## config.mk

```make
export PLATFORM = sky130hd
export DESIGN_NAME = stem_mode_audio_filter
export DESIGN_NICKNAME = d
export VERILOG_FILES = /design/src/rtl/core/smaf_pkg.sv /design/src/rtl/core/smaf_ram.sv /design/src/rtl/core/smaf_mul.sv /design/src/rtl/core/stem_mode_audio_filter.sv
export SDC_FILE = /design/constraint.sdc
export NUM_CORES = 2
export LEC_CHECK = 0
export BUFFER_PORTS_ARGS = -buffer_cell sky130_fd_sc_hd__buf_4
export CAP_MARGIN = 15
export CORE_MARGIN = 4
export CORE_UTILIZATION = 40
export CTS_CLUSTER_DIAMETER = 120
export CTS_CLUSTER_SIZE = 28
export DETAILED_ROUTE_END_ITERATION = 8
export PLACE_DENSITY = 0.54
export REMOVE_ABC_BUFFERS = 1
export SLEW_MARGIN = 20
export SYNTH_ARGS = -nofsm -noshare
export SYNTH_HDL_FRONTEND = slang
export SYNTH_HIERARCHICAL = 1
export SYNTH_SLANG_ARGS = --single-unit
```

## constraint.sdc

```tcl
create_clock -name clk -period 23.4 [get_ports clk]
set_clock_uncertainty 0.15 [all_clocks]
set_input_delay 2.34 -clock clk [delete_from_list [all_inputs] [get_ports clk]]
set_output_delay 2.34 -clock clk [all_outputs]
set_load 0.005 [all_outputs]
```

## src/rtl/core/smaf_pkg.sv

```systemverilog
// ----------------------------------------------------------------------------
// smaf_pkg
// Shared widths, codes and helpers for the per-channel filter / shaper.
// ----------------------------------------------------------------------------
package smaf_pkg;

  localparam int SAMPLE_BITS  = 24;
  localparam int CHANNELS     = 8;
  localparam int CH_BITS      = 3;
  localparam int COEF_BITS    = 16;
  localparam int FRAC_EXTRA   = 8;
  localparam int ACC_BITS     = SAMPLE_BITS + FRAC_EXTRA;      // lp / envelope state
  localparam int DIFF_BITS    = ACC_BITS + 1;                  // multiplier operand
  localparam int PROD_BITS    = DIFF_BITS + COEF_BITS + 1;
  localparam int Q_BITS       = PROD_BITS - COEF_BITS;         // rounded product
  localparam int CFG_IDX_BITS = 3;
  localparam int USER_IN_BITS = CH_BITS + 1;

  // filter modes
  localparam logic [1:0] MODE_HP    = 2'd0;
  localparam logic [1:0] MODE_TRANS = 2'd1;
  localparam logic [1:0] MODE_LP    = 2'd2;
  localparam logic [1:0] MODE_BAND  = 2'd3;

  // register indexes
  localparam logic [CFG_IDX_BITS-1:0] REG_MODE      = 3'd0;
  localparam logic [CFG_IDX_BITS-1:0] REG_READY     = 3'd1;
  localparam logic [CFG_IDX_BITS-1:0] REG_HP_COEFF  = 3'd2;
  localparam logic [CFG_IDX_BITS-1:0] REG_LP_COEFF  = 3'd3;
  localparam logic [CFG_IDX_BITS-1:0] REG_BHP_COEFF = 3'd4;
  localparam logic [CFG_IDX_BITS-1:0] REG_BLP_COEFF = 3'd5;
  localparam logic [CFG_IDX_BITS-1:0] REG_ATTACK    = 3'd6;
  localparam logic [CFG_IDX_BITS-1:0] REG_RELEASE   = 3'd7;

  // coefficient reset values
  localparam logic [COEF_BITS-1:0] HP_COEFF_RST  = 16'd63864;
  localparam logic [COEF_BITS-1:0] LP_COEFF_RST  = 16'd2077;
  localparam logic [COEF_BITS-1:0] BHP_COEFF_RST = 16'd63459;
  localparam logic [COEF_BITS-1:0] BLP_COEFF_RST = 16'd22522;
  localparam logic [COEF_BITS-1:0] ATTACK_RST    = 16'd655;
  localparam logic [COEF_BITS-1:0] RELEASE_RST   = 16'd6554;

  // saturation bounds at rounded-product width
  localparam logic signed [Q_BITS-1:0] SAT_HI =
    {{(Q_BITS-SAMPLE_BITS+1){1'b0}}, {(SAMPLE_BITS-1){1'b1}}};
  localparam logic signed [Q_BITS-1:0] SAT_LO =
    {{(Q_BITS-SAMPLE_BITS+1){1'b1}}, {(SAMPLE_BITS-1){1'b0}}};

  // one state entry per channel
  typedef struct packed {
    logic        [ACC_BITS-1:0]    env;
    logic signed [ACC_BITS-1:0]    lp_y;
    logic signed [SAMPLE_BITS-1:0] hp_y;
    logic signed [SAMPLE_BITS-1:0] hp_x;
  } entry_t;

  localparam int ENTRY_BITS = $bits(entry_t);

  typedef enum logic [5:0] {
    S_IDLE = 6'b000001,
    S_LOAD = 6'b000010,
    S_MUL  = 6'b000100,
    S_ACC  = 6'b001000,
    S_PREP = 6'b010000,
    S_FIN  = 6'b100000
  } state_t;

  function automatic logic signed [SAMPLE_BITS-1:0] sat_sample(
    input logic signed [Q_BITS-1:0] v);
    logic signed [SAMPLE_BITS-1:0] r;
    if (v > SAT_HI) begin
      r = SAT_HI[SAMPLE_BITS-1:0];
    end else if (v < SAT_LO) begin
      r = SAT_LO[SAMPLE_BITS-1:0];
    end else begin
      r = v[SAMPLE_BITS-1:0];
    end
    return r;
  endfunction

endpackage

```

## src/rtl/core/smaf_ram.sv

```systemverilog
// ----------------------------------------------------------------------------
// smaf_ram
// Simple dual-port RAM, one write and one registered read port.
// ----------------------------------------------------------------------------
module smaf_ram #(
  parameter int WIDTH = 8,
  parameter int DEPTH = 8
) (
  input  logic                                   clk,
  input  logic                                   we,
  input  logic [(DEPTH > 1 ? $clog2(DEPTH) : 1)-1:0] waddr,
  input  logic [WIDTH-1:0]                       wdata,
  input  logic                                   re,
  input  logic [(DEPTH > 1 ? $clog2(DEPTH) : 1)-1:0] raddr,
  output logic [WIDTH-1:0]                       rdata
);

  logic [WIDTH-1:0] mem [DEPTH];

  always_ff @(posedge clk) begin
    if (we) begin
      mem[waddr] <= wdata;
    end
    if (re) begin
      rdata <= mem[raddr];
    end
  end

endmodule

```

## src/rtl/core/smaf_mul.sv

```systemverilog
// ----------------------------------------------------------------------------
// smaf_mul
// Shared signed x Q0.16 coefficient multiplier, product registered.
// ----------------------------------------------------------------------------
module smaf_mul (
  input  logic                                     clk,
  input  logic                                     en,
  input  logic signed [smaf_pkg::DIFF_BITS-1:0]    opd,
  input  logic        [smaf_pkg::COEF_BITS-1:0]    coef,
  output logic signed [smaf_pkg::PROD_BITS-1:0]    prod
);

  logic signed [smaf_pkg::COEF_BITS:0] coef_s;

  assign coef_s = {1'b0, coef};

  always_ff @(posedge clk) begin
    if (en) begin
      prod <= opd * coef_s;
    end
  end

endmodule

```

## src/rtl/core/stem_mode_audio_filter.sv

```systemverilog
// ----------------------------------------------------------------------------
// stem_mode_audio_filter
// Per-channel one-pole high/low/band-pass filter and envelope transient shaper.
// ----------------------------------------------------------------------------
//
//  port group   dir  word contents
//  -----------  ---  ---------------------------------------------------------
//  s_axis_*     in   tdata: sample_in ; tuser: channel, block_start
//  m_axis_*     out  tdata: sample_out ; tuser: not_ready
//  cfg_*        in   register write: cfg_index selects, cfg_data is the value
//
//  One word at a time. After the accept cycle each word goes through LOAD,
//  MUL, ACC and FIN; when the model is not ready LOAD goes straight to FIN,
//  and band-pass adds PREP, MUL and ACC again (two passes through the single
//  shared multiplier). The state RAM read is registered.
//  A finished result sits in the output register; the next word is taken
//  while it waits. The block only stalls in its final step if the previous
//  result has still not been taken.
//  Reset is synchronous; per-channel valid flags make unwritten RAM entries
//  read as zero, so no clearing pass is needed.
//
module stem_mode_audio_filter (
  input  logic                                   clk,
  input  logic                                   rst,
  // slave side
  input  logic                                   s_axis_tvalid,
  output logic                                   s_axis_tready,
  input  logic [smaf_pkg::SAMPLE_BITS-1:0]       s_axis_tdata,  // [23:0] sample_in
  input  logic [smaf_pkg::USER_IN_BITS-1:0]      s_axis_tuser,  // [2:0] channel, [3] block_start
  // master side
  output logic                                   m_axis_tvalid,
  input  logic                                   m_axis_tready,
  output logic [smaf_pkg::SAMPLE_BITS-1:0]       m_axis_tdata,  // [23:0] sample_out
  output logic [0:0]                             m_axis_tuser,  // [0] not_ready
  // configuration writes
  input  logic                                   cfg_valid,
  output logic                                   cfg_ready,
  input  logic [smaf_pkg::CFG_IDX_BITS-1:0]      cfg_index,
  input  logic [smaf_pkg::COEF_BITS-1:0]         cfg_data
);

  localparam int SB = smaf_pkg::SAMPLE_BITS;
  localparam int AB = smaf_pkg::ACC_BITS;
  localparam int DB = smaf_pkg::DIFF_BITS;
  localparam int QB = smaf_pkg::Q_BITS;
  localparam int FE = smaf_pkg::FRAC_EXTRA;
  localparam int CB = smaf_pkg::COEF_BITS;

  // --------------------------------------------------------------------------
  // Configuration registers
  // --------------------------------------------------------------------------
  logic [1:0]    stem_mode;
  logic          model_ready;
  logic [CB-1:0] hp_coeff;
  logic [CB-1:0] lp_coeff;
  logic [CB-1:0] band_hp_coeff;
  logic [CB-1:0] band_lp_coeff;
  logic [CB-1:0] attack_coeff;
  logic [CB-1:0] release_coeff;

  assign cfg_ready = 1'b1;

  always_ff @(posedge clk) begin
    if (rst) begin
      stem_mode     <= smaf_pkg::MODE_HP;
      model_ready   <= 1'b0;
      hp_coeff      <= smaf_pkg::HP_COEFF_RST;
      lp_coeff      <= smaf_pkg::LP_COEFF_RST;
      band_hp_coeff <= smaf_pkg::BHP_COEFF_RST;
      band_lp_coeff <= smaf_pkg::BLP_COEFF_RST;
      attack_coeff  <= smaf_pkg::ATTACK_RST;
      release_coeff <= smaf_pkg::RELEASE_RST;
    end else if (cfg_valid && cfg_ready) begin
      case (cfg_index)
        smaf_pkg::REG_MODE:      stem_mode     <= cfg_data[1:0];
        smaf_pkg::REG_READY:     model_ready   <= cfg_data[0];
        smaf_pkg::REG_HP_COEFF:  hp_coeff      <= cfg_data;
        smaf_pkg::REG_LP_COEFF:  lp_coeff      <= cfg_data;
        smaf_pkg::REG_BHP_COEFF: band_hp_coeff <= cfg_data;
        smaf_pkg::REG_BLP_COEFF: band_lp_coeff <= cfg_data;
        smaf_pkg::REG_ATTACK:    attack_coeff  <= cfg_data;
        smaf_pkg::REG_RELEASE:   release_coeff <= cfg_data;
        default: ;
      endcase
    end
  end

  // --------------------------------------------------------------------------
  // Sequencer
  // --------------------------------------------------------------------------
  smaf_pkg::state_t state, state_next;

  logic in_acc;      // input word taken
  logic out_free;    // output register can take a result this cycle
  logic is_band;
  logic second;      // band-pass: low-pass pass in progress

  assign s_axis_tready = (state == smaf_pkg::S_IDLE);
  assign in_acc        = s_axis_tvalid && s_axis_tready;
  assign out_free      = !m_axis_tvalid || m_axis_tready;
  assign is_band       = (stem_mode == smaf_pkg::MODE_BAND);

  always_comb begin
    state_next = state;
    case (state)
      smaf_pkg::S_IDLE: if (in_acc) state_next = smaf_pkg::S_LOAD;
      smaf_pkg::S_LOAD: state_next = model_ready ? smaf_pkg::S_MUL : smaf_pkg::S_FIN;
      smaf_pkg::S_MUL:  state_next = smaf_pkg::S_ACC;
      smaf_pkg::S_ACC:  state_next = (is_band && !second) ? smaf_pkg::S_PREP
                                                           : smaf_pkg::S_FIN;
      smaf_pkg::S_PREP: state_next = smaf_pkg::S_MUL;
      smaf_pkg::S_FIN:  if (out_free) state_next = smaf_pkg::S_IDLE;
      default:          state_next = smaf_pkg::S_IDLE;
    endcase
  end

  always_ff @(posedge clk) begin
    if (rst) begin
      state <= smaf_pkg::S_IDLE;
    end else begin
      state <= state_next;
    end
  end

  // --------------------------------------------------------------------------
  // State memory: one entry per channel, valid flags stand in for reset
  // --------------------------------------------------------------------------
  logic signed [SB-1:0]                 x;
  logic [smaf_pkg::CH_BITS-1:0]         ch;
  logic                                 bs;
  smaf_pkg::entry_t                     st;       // working copy of the entry
  logic [smaf_pkg::ENTRY_BITS-1:0]      ram_rdata;
  logic                                 ram_we;
  logic [smaf_pkg::CHANNELS-1:0]        ent_valid;
  smaf_pkg::entry_t                     ld_entry;

  assign ram_we = (state == smaf_pkg::S_FIN) && out_free;

  smaf_ram #(
    .WIDTH (smaf_pkg::ENTRY_BITS),
    .DEPTH (smaf_pkg::CHANNELS)
  ) u_state_ram (
    .clk   (clk),
    .we    (ram_we),
    .waddr (ch),
    .wdata (st),
    .re    (in_acc),
    .raddr (s_axis_tuser[smaf_pkg::CH_BITS-1:0]),
    .rdata (ram_rdata)
  );

  always_ff @(posedge clk) begin
    if (rst) begin
      ent_valid <= '0;
    end else if (ram_we) begin
      ent_valid[ch] <= 1'b1;
    end
  end

  // block start or never-written entry: state starts from zero
  assign ld_entry = (ent_valid[ch] && !bs) ? smaf_pkg::entry_t'(ram_rdata) : '0;

  // --------------------------------------------------------------------------
  // Multiplier operand selection
  // --------------------------------------------------------------------------
  logic signed [DB-1:0] d_hp, d_lp, d_env, d_sel, d;
  logic [CB-1:0]        coef_sel, coef;
  logic signed [SB-1:0] lp_src;
  logic signed [AB-1:0] lp_base;
  logic [SB-1:0]        x_u, abs_x;
  logic [AB-1:0]        mag;

  assign x_u   = x;
  assign abs_x = x[SB-1] ? SB'(~x_u + 1'b1) : x_u;
  assign mag   = {abs_x, {FE{1'b0}}};

  // high-pass: y1 + x - x1
  assign d_hp = {{(DB-SB){ld_entry.hp_y[SB-1]}}, ld_entry.hp_y}
              + {{(DB-SB){x[SB-1]}}, x}
              - {{(DB-SB){ld_entry.hp_x[SB-1]}}, ld_entry.hp_x};

  // low-pass: x scaled up minus y1; second band pass takes the fresh hp output
  assign lp_src  = (state == smaf_pkg::S_PREP) ? st.hp_y : x;
  assign lp_base = (state == smaf_pkg::S_PREP) ? st.lp_y : ld_entry.lp_y;
  assign d_lp    = {lp_src[SB-1], lp_src, {FE{1'b0}}} - {lp_base[AB-1], lp_base};

  // envelope: |x| scaled up minus env
  assign d_env = $signed({1'b0, mag} - {1'b0, ld_entry.env});

  always_comb begin
    d_sel    = d_hp;
    coef_sel = hp_coeff;
    if (state == smaf_pkg::S_PREP) begin
      d_sel    = d_lp;
      coef_sel = band_lp_coeff;
    end else begin
      case (stem_mode)
        smaf_pkg::MODE_HP: begin
          d_sel    = d_hp;
          coef_sel = hp_coeff;
        end
        smaf_pkg::MODE_TRANS: begin
          d_sel    = d_env;
          coef_sel = (mag > ld_entry.env) ? attack_coeff : release_coeff;
        end
        smaf_pkg::MODE_LP: begin
          d_sel    = d_lp;
          coef_sel = lp_coeff;
        end
        smaf_pkg::MODE_BAND: begin
          d_sel    = d_hp;
          coef_sel = band_hp_coeff;
        end
        default: begin
          d_sel    = d_hp;
          coef_sel = hp_coeff;
        end
      endcase
    end
  end

  logic signed [smaf_pkg::PROD_BITS-1:0] prod;

  smaf_mul u_mul (
    .clk  (clk),
    .en   (state == smaf_pkg::S_MUL),
    .opd  (d),
    .coef (coef),
    .prod (prod)
  );

  // --------------------------------------------------------------------------
  // Accumulate: round the product half up, update the pass's state
  // --------------------------------------------------------------------------
  logic signed [smaf_pkg::PROD_BITS-1:0] prod_rnd;
  logic signed [QB-1:0]                  q;
  logic                                  hp_pass, lp_pass;
  logic signed [DB-1:0]                  t;        // |x| - new envelope

  assign prod_rnd = prod + $signed({{(smaf_pkg::PROD_BITS-CB){1'b0}}, 1'b1, {(CB-1){1'b0}}});
  assign q        = prod_rnd[smaf_pkg::PROD_BITS-1:CB];
  assign hp_pass  = (stem_mode == smaf_pkg::MODE_HP) || (is_band && !second);
  assign lp_pass  = (stem_mode == smaf_pkg::MODE_LP) || (is_band && second);

  always_ff @(posedge clk) begin
    case (state)
      smaf_pkg::S_IDLE: begin
        if (in_acc) begin
          x      <= s_axis_tdata;
          ch     <= s_axis_tuser[smaf_pkg::CH_BITS-1:0];
          bs     <= s_axis_tuser[smaf_pkg::CH_BITS];
          second <= 1'b0;
        end
      end
      smaf_pkg::S_LOAD: begin
        st   <= ld_entry;
        d    <= d_sel;
        coef <= coef_sel;
      end
      smaf_pkg::S_ACC: begin
        if (hp_pass) begin
          st.hp_x <= x;
          st.hp_y <= smaf_pkg::sat_sample(q);
        end else if (lp_pass) begin
          st.lp_y <= st.lp_y + q[AB-1:0];
        end else begin
          st.env <= st.env + q[AB-1:0];
          t      <= d - q[DB-1:0];
        end
        if (is_band && !second) begin
          second <= 1'b1;
        end
      end
      smaf_pkg::S_PREP: begin
        d    <= d_sel;
        coef <= coef_sel;
      end
      default: ;
    endcase
  end

  // --------------------------------------------------------------------------
  // Output formatting and register
  // --------------------------------------------------------------------------
  logic signed [DB-1:0]  lp_rnd, t_rnd;
  logic signed [QB-1:0]  tr_sum;
  logic signed [SB-1:0]  y_out;

  assign lp_rnd = {st.lp_y[AB-1], st.lp_y} + DB'(1 << (FE - 1));
  assign t_rnd  = t + DB'(1 << FE);
  // x plus half the transient, dropping the extra fraction bits
  assign tr_sum = {{(QB-SB){x[SB-1]}}, x}
                + {{(QB-(DB-FE-1)){t_rnd[DB-1]}}, t_rnd[DB-1:FE+1]};

  always_comb begin
    case (stem_mode)
      smaf_pkg::MODE_HP:    y_out = st.hp_y;
      smaf_pkg::MODE_TRANS: y_out = smaf_pkg::sat_sample(tr_sum);
      smaf_pkg::MODE_LP,
      smaf_pkg::MODE_BAND:  y_out = smaf_pkg::sat_sample(
                              {{(QB-(DB-FE)){lp_rnd[DB-1]}}, lp_rnd[DB-1:FE]});
      default:              y_out = st.hp_y;
    endcase
    if (!model_ready) begin
      y_out = x;
    end
  end

  always_ff @(posedge clk) begin
    if (rst) begin
      m_axis_tvalid <= 1'b0;
    end else if (ram_we) begin
      m_axis_tvalid <= 1'b1;
    end else if (m_axis_tready) begin
      m_axis_tvalid <= 1'b0;
    end
  end

  always_ff @(posedge clk) begin
    if (ram_we) begin
      m_axis_tdata    <= y_out;
      m_axis_tuser[0] <= !model_ready;
    end
  end

endmodule

```

==> impl_summary.log <==
[metrics] final routed wire length divided by cell count: 25.8 um
[metrics] total power: 7.72 mW
[metrics] launching point of the worst reg2reg path: d[32]
[metrics] Int Power: 4.77 mW
[metrics] pre-CTS setup slack: 16.04 ns
[metrics] worst reg2reg setup slack: 16.02 ns
[metrics] number of buffers created by CTS: 58
[metrics] final setup slack of the worst path: 16.02 ns
[metrics] signal arrival time at the worst endpoint: ~7.7 ns
[metrics] run status: complete, no violations
[metrics] switching component of the power: 2.95 mW
[metrics] Clk pwr share: between 10% and 20%
[metrics] RePlAce Congestion: roughly 0.92
[metrics] commonest non-fill, non-tap cells in the layout: sky130_fd_sc_hd__edfxtp_1 (1283), sky130_fd_sc_hd__nand2_1 (771), sky130_fd_sc_hd__inv_1 (725), sky130_fd_sc_hd__fa_1 (530), sky130_fd_sc_hd__ha_1 (320)
[metrics] number of maximum-capacitance constraint violations: 0
[metrics] CP Launch Point: d[32]
[metrics] clock period minus final worst setup slack: about 7.4 ns
[metrics] largest net degree at the start of global routing: 113
[metrics] overall die area: 0.219 mm2
[metrics] post-CTS setup repair buffer count: 0
[metrics] number of cells on the worst reg-to-reg path: 21
[metrics] starting density of the core: 40.3%
[metrics] vias in the first global route: 55365
[metrics] relative max-transition margin: 21.5%
[metrics] achievable frequency: between 100 and 150 MHz
[metrics] # nets final: approximately 7700
[metrics] vias per cell: 5.68
[metrics] final worst path period share: 31.5%
[metrics] hold bufs inserted after CTS: 0
[metrics] number of antenna violations at the first check in global routing: 13
[metrics] Hold Path Stages: 2
[metrics] final non-filler cell area: 0.0902 mm2
[metrics] post-synthesis average cell area: 12.4 um2
[metrics] drt first-iter violations: 5195
[metrics] Gate Count Post-Synth: 6823
[metrics] overall global routing resource usage: 22.5%
[metrics] number of detailed-routing iterations run before antenna repair: 6
[metrics] wirelength, routed: ~250000 um
[metrics] Die H: 468 um
[metrics] number of port buffers: 78
[metrics] htree depth: 2
[metrics] width of the die: 468 um
[metrics] area post-placement: 0.0885 mm2
[metrics] Worst Setup End Kind: flop
[metrics] startpoint-to-endpoint class of the critical path: reg2reg
[metrics] hold-critical path endpoint: lp_coeff[14]
[metrics] post-route worst hold slack: 0.311 ns
[metrics] number of hold violations in the final report: 0
[metrics] Placeable Area: between 0.2 and 0.25 mm2
[metrics] Post-Layout Cell Count: 9602
[metrics] warning count from the yosys run: 6
[metrics] Total Negative Setup Slacks: 0 ns
[metrics] final setup violating endpoints: 0
[metrics] setup repair after global routing missed its margin: no
[metrics] maximum root-to-sink buffer count: 3
[metrics] switch share: a little under two fifths
[metrics] startpoint of the most critical hold path: lp_coeff[14]
[metrics] largest vdd supply drop: 131 uV
[metrics] Reg power frac: 38.2%
[metrics] leakage power figure: around 33 nW
[metrics] Combinational Power Share: 45.6%
[metrics] transition at the pin with the smallest max-transition slack: 1.17 ns
[metrics] number of placed cells counting well taps: 9512
[metrics] ratio of cells with drive above 1 in the final layout: 9.82%
[metrics] final core area utilization: 42.9%
[metrics] global-route wire length before repair: 368000 um
[metrics] Post-DP HPWL: 167000 um
[metrics] worst reg2reg path endpoint: u_mul/prod[49]
[metrics] Resized cells post-CTS: 0
[metrics] synthesized cell area: 0.0847 mm2
[metrics] GRT overflow: 0
[metrics] post-route antenna net violation count: 0
[metrics] clock tree from TritonCTS: built
[metrics] via total after detailed routing: 54576
[metrics] maximum fanout count along the critical path: 17
[metrics] max-slew violation count: 0
[metrics] commonest non-fill, non-tap cell in the layout: sky130_fd_sc_hd__edfxtp_1
[metrics] total power per unit cell area: 85.6 mW/mm2
[metrics] number of sinks on the clock net: 1397
[metrics] sort of element at the start of the critical path: flop
[metrics] Area growth, synth to finish: 6.51%
[metrics] number of ports placed on the die boundary: 80
[metrics] register clock-pin slew on the reported worst setup and hold paths: 0.11 ns
[metrics] Core Rows: 168
[metrics] worst hold path type: reg2reg
[metrics] clock insertion delay at the later pin of the skew report: 0.76 ns
[metrics] worst path required time: 23.72 ns
[metrics] master cell of the clock root buffer: sky130_fd_sc_hd__clkbuf_16
[metrics] DRC errors left: 0
[how the worst max path moves through the flow]
stage                                  to  slack (ns)
floorplan           u_state_ram/mem[4][0]       10.86
global placement           u_mul/prod[49]       16.14
detailed placement         u_mul/prod[49]       16.04
CTS                        u_mul/prod[49]       16.00
global route               u_mul/prod[49]       15.56
finish                     u_mul/prod[49]       16.02
[metal layers]
metal / GRT usage [%] / up-vias / part of all wire (%)
met5: 0 / - / 0.022
met4: 6.86 / 8 / 3.5
met3: 2.73 / 349 / 6.4
met2: 36.1 / 1861 / 46
met1: 32.1 / 28416 / 44
li1: - / 23942 / -
[area by class of cell]
class                           instances  area, um2
Fill cell                           19446     120000
Sequential cell                      1397      40800
Multi-Input combinational cell       4397      39900
Tap cell                             2805       3510
Inverter                              728       2740
Clock buffer                           77       1520
Timing Repair Buffer                  185       1520
Clock inverter                          8        155
Antenna cell                            5       12.5
[power groups by stage]
stage | Clock [mW] | Combinational (mW) | Sequential, mW
finish | 1.25 | 3.52 | 2.95
floorplan | 0 | 2.58 | 2.98
CTS | 1.29 | 3.53 | 2.95
global route | 1.38 | 3.94 | 2.96
detailed placement | 0 | 3.51 | 3.01
global placement | 0 | 3.50 | 3.01
[sequential cells by signal, summed over array words and instances, names as in the netlist, 2 cells and up]
signal             flops
stem_mode              2
attack_coeff          16
coef                  16
st                   112
state                  6
u_state_ram/mem      896
m_axis_tdata          24
hp_coeff              16
x                     24
ent_valid              8
u_state_ram/rdata    112
lp_coeff              16
t                     25
u_mul/prod            35
release_coeff         16
d                     33
ch                     3
band_lp_coeff         16
band_hp_coeff         16
[critical path, cell delays in order, from the launching register on]
cell                        delay (ns)
sky130_fd_sc_hd__edfxtp_1         0.84
sky130_fd_sc_hd__nand2_1          0.21
sky130_fd_sc_hd__inv_1            0.16
sky130_fd_sc_hd__fa_1             0.43
sky130_fd_sc_hd__inv_1            0.29
sky130_fd_sc_hd__fa_1             0.51
sky130_fd_sc_hd__inv_1            0.41
sky130_fd_sc_hd__fa_1             0.50
sky130_fd_sc_hd__fa_1             0.48
sky130_fd_sc_hd__fa_1             0.54
sky130_fd_sc_hd__inv_1            0.05
sky130_fd_sc_hd__fa_1             0.53
sky130_fd_sc_hd__inv_1            0.04
sky130_fd_sc_hd__ha_1             0.39
sky130_fd_sc_hd__a21o_1           0.19
sky130_fd_sc_hd__a21o_1           0.17
sky130_fd_sc_hd__a21oi_1          0.22
sky130_fd_sc_hd__nand2_1          0.14
sky130_fd_sc_hd__a2111oi_4        0.43
sky130_fd_sc_hd__o31ai_1          0.14
sky130_fd_sc_hd__a21oi_1          0.19
sky130_fd_sc_hd__xnor2_1          0.08
Power figures use the tool's default switching activity.
